`src/rtl/core/pwn_pkg.sv`:
```
// Shared types, codes and helpers for the particle weight normalizer.
// No dependencies; pwn_div and particle_weight_normalizer import this package.
`default_nettype none

package pwn_pkg;

  localparam int OP_W     = 2;
  localparam int WEIGHT_W = 32;
  localparam int FLOOR_W  = 2;
  localparam int INDEX_W  = 10;
  localparam int VAL_W    = 32;
  localparam int STAT_W   = 2;
  localparam int SUM_W    = 42;
  localparam int QBITS    = 31;

  localparam logic [OP_W-1:0] OP_LOAD  = 2'd0;
  localparam logic [OP_W-1:0] OP_RDPAR = 2'd1;
  localparam logic [OP_W-1:0] OP_RDFLR = 2'd2;
  localparam logic [OP_W-1:0] OP_CLEAR = 2'd3;

  localparam logic [STAT_W-1:0] ST_OK    = 2'd0;
  localparam logic [STAT_W-1:0] ST_ZERO  = 2'd1;
  localparam logic [STAT_W-1:0] ST_FULL  = 2'd2;
  localparam logic [STAT_W-1:0] ST_RANGE = 2'd3;

  localparam logic [VAL_W-1:0] ONE_Q31 = 32'h8000_0000;

  typedef struct packed {
    logic [OP_W-1:0]     op;
    logic [WEIGHT_W-1:0] weight;
    logic [FLOOR_W-1:0]  floor;
    logic [INDEX_W-1:0]  index;
  } in_t;

  typedef struct packed {
    logic [VAL_W-1:0]   value;
    logic [FLOOR_W-1:0] floor_of_particle;
    logic [STAT_W-1:0]  status;
  } out_t;

  typedef struct packed {
    logic             start;
    logic [SUM_W-1:0] num;
    logic [SUM_W-1:0] den;
  } div_req_t;

  typedef struct packed {
    logic             done;
    logic [VAL_W-1:0] quo;
  } div_rsp_t;

  // Saturating accumulate of a weight into a 42-bit running sum.
  function automatic logic [SUM_W-1:0] sat_add(input logic [SUM_W-1:0] a,
                                               input logic [WEIGHT_W-1:0] b);
    logic [SUM_W:0] s;
    s = {1'b0, a} + {{(SUM_W + 1 - WEIGHT_W){1'b0}}, b};
    return s[SUM_W] ? {SUM_W{1'b1}} : s[SUM_W-1:0];
  endfunction

endpackage

`default_nettype wire

```
`src/rtl/core/pwn_div.sv`:
```
// Restoring divider giving floor(num * 2^31 / den), capped at 2^31.
// One quotient bit per cycle; depends on pwn_pkg.
`default_nettype none

module pwn_div (
  input  wire logic              clk,
  input  wire logic              rst_n,
  input  wire pwn_pkg::div_req_t req,
  output pwn_pkg::div_rsp_t      rsp
);

  import pwn_pkg::*;

  logic [SUM_W-1:0] rem_r;
  logic [SUM_W-1:0] den_r;
  logic [QBITS-1:0] quo_r;
  logic [4:0]       cnt_r;
  logic             sat_r;
  logic             busy_r;
  logic             done_r;

  logic [SUM_W:0]   shifted;
  logic [SUM_W:0]   diff;
  logic             take;

  assign shifted = {rem_r, 1'b0};
  assign diff    = shifted - {1'b0, den_r};
  assign take    = (shifted >= {1'b0, den_r});

  always_ff @(posedge clk) begin
    if (!rst_n) begin
      busy_r <= 1'b0;
      done_r <= 1'b0;
    end else begin
      done_r <= busy_r && (sat_r || (cnt_r == 5'd1));
      if (req.start) begin
        busy_r <= 1'b1;
      end else if (busy_r && (sat_r || (cnt_r == 5'd1))) begin
        busy_r <= 1'b0;
      end
    end
  end

  always_ff @(posedge clk) begin
    if (req.start) begin
      rem_r <= req.num;
      den_r <= req.den;
      quo_r <= '0;
      cnt_r <= 5'(QBITS);
      sat_r <= (req.num >= req.den);
    end else if (busy_r && !sat_r) begin
      rem_r <= take ? diff[SUM_W-1:0] : shifted[SUM_W-1:0];
      quo_r <= {quo_r[QBITS-2:0], take};
      cnt_r <= cnt_r - 5'd1;
    end
  end

  assign rsp = '{done: done_r, quo: (sat_r ? ONE_Q31 : {1'b0, quo_r})};

endmodule

`default_nettype wire

```
`config.mk`:
```
export PLATFORM = sky130hd
export DESIGN_NAME = pwn_div
export DESIGN_NICKNAME = d
export VERILOG_FILES = /design/src/rtl/core/pwn_pkg.sv /design/src/rtl/core/pwn_div.sv
export SDC_FILE = /design/constraint.sdc
export NUM_CORES = 1
export LEC_CHECK = 0
export BUFFER_PORTS_ARGS = -buffer_cell sky130_fd_sc_hd__buf_2
export CELL_PAD_IN_SITES_DETAIL_PLACEMENT = 0
export CELL_PAD_IN_SITES_GLOBAL_PLACEMENT = 1
export CORE_UTILIZATION = 40
export CTS_CLUSTER_DIAMETER = 30
export DETAILED_ROUTE_END_ITERATION = 16
export PLACE_DENSITY_LB_ADDON = 0.12
export SKIP_LAST_GASP = 1
export SLEW_MARGIN = 5
export SYNTH_ARGS = -nofsm -noshare
export SYNTH_HDL_FRONTEND = slang
export SYNTH_SLANG_ARGS = --single-unit
```
`constraint.sdc`:
```
create_clock -name clk -period 2.9 [get_ports clk]
set_clock_uncertainty 0.05 [all_clocks]
set_input_delay 0.29 -clock clk [delete_from_list [all_inputs] [get_ports clk]]
set_output_delay 0.29 -clock clk [all_outputs]
set_load 0.1 [all_outputs]
```
Word level (Yosys, flattened, before mapping)
Cells that the tools add are included.
{"block": "classes", "add_sub_neg": 2, "multipliers": 0, "n_div": 0, "order_cmp": 2, "eq_ne": 1, "shift": 0, "n_mux": 6, "bitwise": 0, "reduce_logical": 6}
{"cell": "42-bit 2-to-1 mux", "count": 3}
{"cell": "43-bit by 42-bit >= comparator with 1-bit output", "count": 1}
{"cell": "42-bit >= comparator", "count": 1}
{"cell": "42-bit subtractor", "count": 1}
{"cell": "32-bit 2-to-1 mux", "count": 1}
{"cell": "5-bit by 1-bit == test with 1-bit output, second input constant", "count": 1}
{"cell": "5-bit by 1-bit subtractor with 5-bit output, second input constant", "count": 1}
{"cell": "2-bit nonzero test", "count": 2}
{"cell": "1-bit logical AND", "count": 2}
{"cell": "1-bit 2-to-1 mux", "count": 2}
{"cell": "1-bit logical NOT", "count": 1}
{"cell": "1-bit logical OR", "count": 1}
{"block": "word_totals", "ff_bits": 123, "latchBits": 0, "ramBits": 0, "romBits": 0, "inputBits": 87, "output_inout_bits": 33, "mem_count": 0}

Depth between registers and ports, before layout
{"block": "depth", "depth_word": 5, "mapped_depth": 13}

Least setup slack after synthesis
OpenSTA, ideal clock, no wires.
{"block": "synth_path", "path_type": "flip-flop to flip-flop", "from": "register rem_r[3]", "to": "register rem_r[34], data pin", "setup_ns": 0.266, "arrival_ns": 2.688, "required_ns": 2.584, "path_slack_ns": -0.104, "stages_incl_launch_ff": 11, "synth_period_minus_slack_ns": 3.004, "path_cell_list": "edfxtp_1 ha_1 clkbuf_1 a21o_1 a221oi_2 o221ai_1 a211oi_1 o21ai_1 a221oi_1 nor4b_1 nor3_1"}
{"block": "synth_between", "elab_chain_len": 4, "elab_cells_between_ends": 5}
{"item": "start: declaration", "line_no": "pwn_div.sv:14", "text": "logic [SUM_W-1:0] rem_r;"}
{"item": "start signal: assignment", "line_no": "pwn_div.sv:46", "text": "rem_r <= req.num;"}
{"item": "start signal: assignment", "line_no": "pwn_div.sv:52", "text": "rem_r <= take ? diff[SUM_W-1:0] : shifted[SUM_W-1:0];"}
{"item": "42-bit subtractor or 43-bit by 42-bit >= comparator with 1-bit output (tied branches)", "line_no": "pwn_div.sv:27, pwn_div.sv:28"}
{"item": "42-bit 2-to-1 mux *", "line_no": "pwn_div.sv:52"}
{"item": "42-bit 2-to-1 mux *", "line_no": "pwn_div.sv:51", "text": "end else if (busy_r && !sat_r) begin"}
{"item": "42-bit 2-to-1 mux *", "line_no": "pwn_div.sv:45", "text": "if (req.start) begin"}
Every way passes the cells marked *; elsewhere a longest branch is shown, timed or not. The select of a mux whose other input is x is not followed.
A chain may end at the register's enable or synchronous reset.

Worst setup path in the final report
{"block": "layout_path", "from": "register rem_r[13]", "to": "register rem_r[26], data pin"}
Same word-level chain as after synthesis.

==> flow_summary.toml <==
[critical_path]
r2r_cells = 9
regToRegSetupSlack_ns = -0.12
crit_required_ns = 3.03
rr_endpoint = "rem_r[26]$_DFFE_PP_"
crit_start = "rem_r[13]$_DFFE_PP_"
worst_setup_path_end_kind = "register"
crit_fanout = 6
start_kind = "register"
critPathArrivalTime_ns = 3.15
crit_type = "reg2reg"
rr_startpoint = "rem_r[13]$_DFFE_PP_"
endpoint = "rem_r[26]$_DFFE_PP_"

[finish]
fin_cells = 1571
num_antenna_cells = 0
area_delta_synth_final_pct = 36.7
nets = 1457
finalInstanceArea_um2 = 12100
drive_gt1_share_pct = 29.0

[yosys]
syn-num-nets = 1195
async_reset_ff_share_pct = 0
synth_ff_type = "edfxtp_1"
synth_common_cells = "142 x nand2_1, 103 x inv_1, 86 x ha_1"
syn_area_um2 = 8830
syn_area_per_cell_um2 = 8.65
yosysMostFrequentCell = "nand2_1"
yosysTopAreaCellShare_pct = 28.9
synth_edf_count = 85
ys_seq_area_share_pct = 37.5
synth_area_leader_cell = "edfxtp_1"
postSynthCellCount = 1021
ys_seq_elements = 123
yosys_warnings = 0
ys_top_cells_by_area = "edfxtp_1 29%, ha_1 12%, dfxtp_1 8.6%, nand2_1 6.0%, a21oi_1 4.5%"
ys_types = 70

[clocking]
cts_inserted_buffers = 17
cts_tree = "built"
clk_latency_ns = 0.42
cts_max_level = 4
clkTransAtPathRegs_ns = 0.07
root_buffer = "clkbuf_16"
cts.path.max_buffers = 2
cts.sinks = 123

[floorplanning]
initial_core_util_pct = 41.4
fp-row-count = 53
die-area_um2 = 22700
num_io_pins = 120
coreArea_um2 = 21400
chipWidth_um = 151
dieHeight_um = 151

[route]
vias = 8212
routed_wl_mm = 25.1
antenna_left = 0
drtIter0Drc = 424
wire_per_inst_um = 16.0
drt_pass1_iterations = 5
detail_route.vias_per_cell = 5.23
drc_errors = 0

[sta]
hold_violations = 0
tightest_slew_ns = 0.670
setup_viol = 27
fin_ws_ns = -0.120
fin_crit_ns = 3.02
fmax_mhz = 331
relSlewSlack_pct = 55.2
min_period_over_period_pct = 104
rsz0062_at_grt = "true"
slew_viol_final = 0
hold_ws_ns = 0.0120

[flow_run]
maxCapViolCount = 0

[power_and_ir_drop]
p_per_area_nw_per_um2 = 661
p_leak_uw = 0.00552
finalPower_uw = 7970
peakVddDrop_v = 0.000385

[min_path]
min_path_type = "in2reg"

[outcome]
status = "complete, but fails checks"
violations = "setup timing"

[global_route]
grt_max_degree = 42
grt_usage_pct = 23.0
overflow = 0
grt_pass1_wl_mm = 40.6
grt_antenna_before_repair = 0
grt_pass1_vias = 8076

[placed_design]
placed_area_um2 = 10600
dp_hpwl_mm = 18.9
port_buffers = 119
gp_congestion = 0.863
place_inst = 1495
[power by group]
part / internal [µW] / switching (µW)
clock network: 1200 / 955
registers: 2120 / 126
logic: 1750 / 1820
[worst max-delay path: stages, from the launching register on]
cell,delay [ns]
edfxtp_1,0.44
ha_4,0.33
nand4_1,0.20
nor4_4,0.32
o21ai_2,0.11
a311o_1,0.41
a21boi_4,0.21
nor2_4,0.08
or4b_1,0.46
and4_1,0.18
[flip-flops by register name, summed over array words and instances, names as in the netlist]
register and flops:
busy_r 1, cnt_r 5, den_r 42, done_r 1, quo_r 31, rem_r 42
sat_r 1
[routing by layer]
layer,GRT usage [%],up-vias,part of all wire (%)
li1,-,4174,-
met1,30.2,3871,47
met2,39.2,147,48
met3,4.33,20,3.3
met4,4.45,0,1.1
met5,0,-,0
[metrics by stage]
step	setup slack (ns)	utilization, %	TNS, ns
global route	-0.237	56.5	-6.15
finish	-0.120	56.5	-1.15
detailed placement	-0.315	49.8	-3.19
CTS	-0.0756	55.1	-0.114
global placement	-0.210	49.8	-2.92
floorplan	0.00203	-	0
[area by class of cell]
cell class	count	area [µm²]
Clock buffer	18	450
Inverter	104	390
Fill cell	2000	9280
Timing Repair Buffer	294	2040
Multi-Input combinational cell	743	5390
Tap cell	275	344
Clock inverter	14	143
Sequential cell	123	3310
[cell families after synthesis]
logic type               count (synthesis)  share of synthesized area (%)
AO/OA/AOI/OAI                          275                           20.5
adder cells (fa/ha/maj)                 87                           12.4
flip-flops                             123                           37.5
XOR/XNOR                                31                           3.07
AND/OR/NAND/NOR                        342                           18.7
buffers and inverters                  155                           6.94
multiplexers                             8                          0.907
[repair_timing]
item,4_1_cts,5_1_grt
pin swaps,13,33
setup buffers,12,10
endpoints found under the hold margin,18,4
hold buffers,18,4
gates resized for setup,34,45
endpoints found under the setup margin,35,43
[cells in the final DEF, fill, tap and decap left out, types with 4 or more instances in the layout]
cell,n
o211ai_1,10
o21ai_1,11
nor2_1,52
a211oi_1,8
inv_1,103
nand3_1,15
o21ai_0,29
a31oi_1,25
and2_1,7
nand2_2,9
nand2b_1,5
dfxtp_1,38
xor2_1,12
nor2b_1,35
inv_8,6
nand2_1,132
or3_1,6
buf_6,8
buf_2,118
clkbuf_16,18
nor4_1,6
ha_4,17
mux2i_1,5
xnor2_1,19
a2bb2oi_1,5
a21o_1,41
and3_1,9
o21bai_1,5
nor3_1,15
inv_6,4
ha_1,69
a21oi_1,77
and4_1,4
o21a_1,8
buf_4,142
dlygate4sd3_1,22
nand4_1,22
a211o_1,4
edfxtp_1,85
[how the worst min path moves through the flow]
stage | startpoint | endpoint | depth (start not counted)
6_report | req[4] | den_r[4]$_DFFE_PP_ | 1
4_1_cts | req[31] | den_r[31]$_DFFE_PP_ | 1
3_3_place_gp | quo_r[30]$_SDFFE_PP0P_ | quo_r[30]$_SDFFE_PP0P_ | 2
3_5_place_dp | quo_r[30]$_SDFFE_PP0P_ | quo_r[30]$_SDFFE_PP0P_ | 2
5_1_grt | req[15] | den_r[15]$_DFFE_PP_ | 1
2_1_floorplan | req[0] | den_r[0]$_DFFE_PP_ | 0
Power figures use the tool's default switching activity.
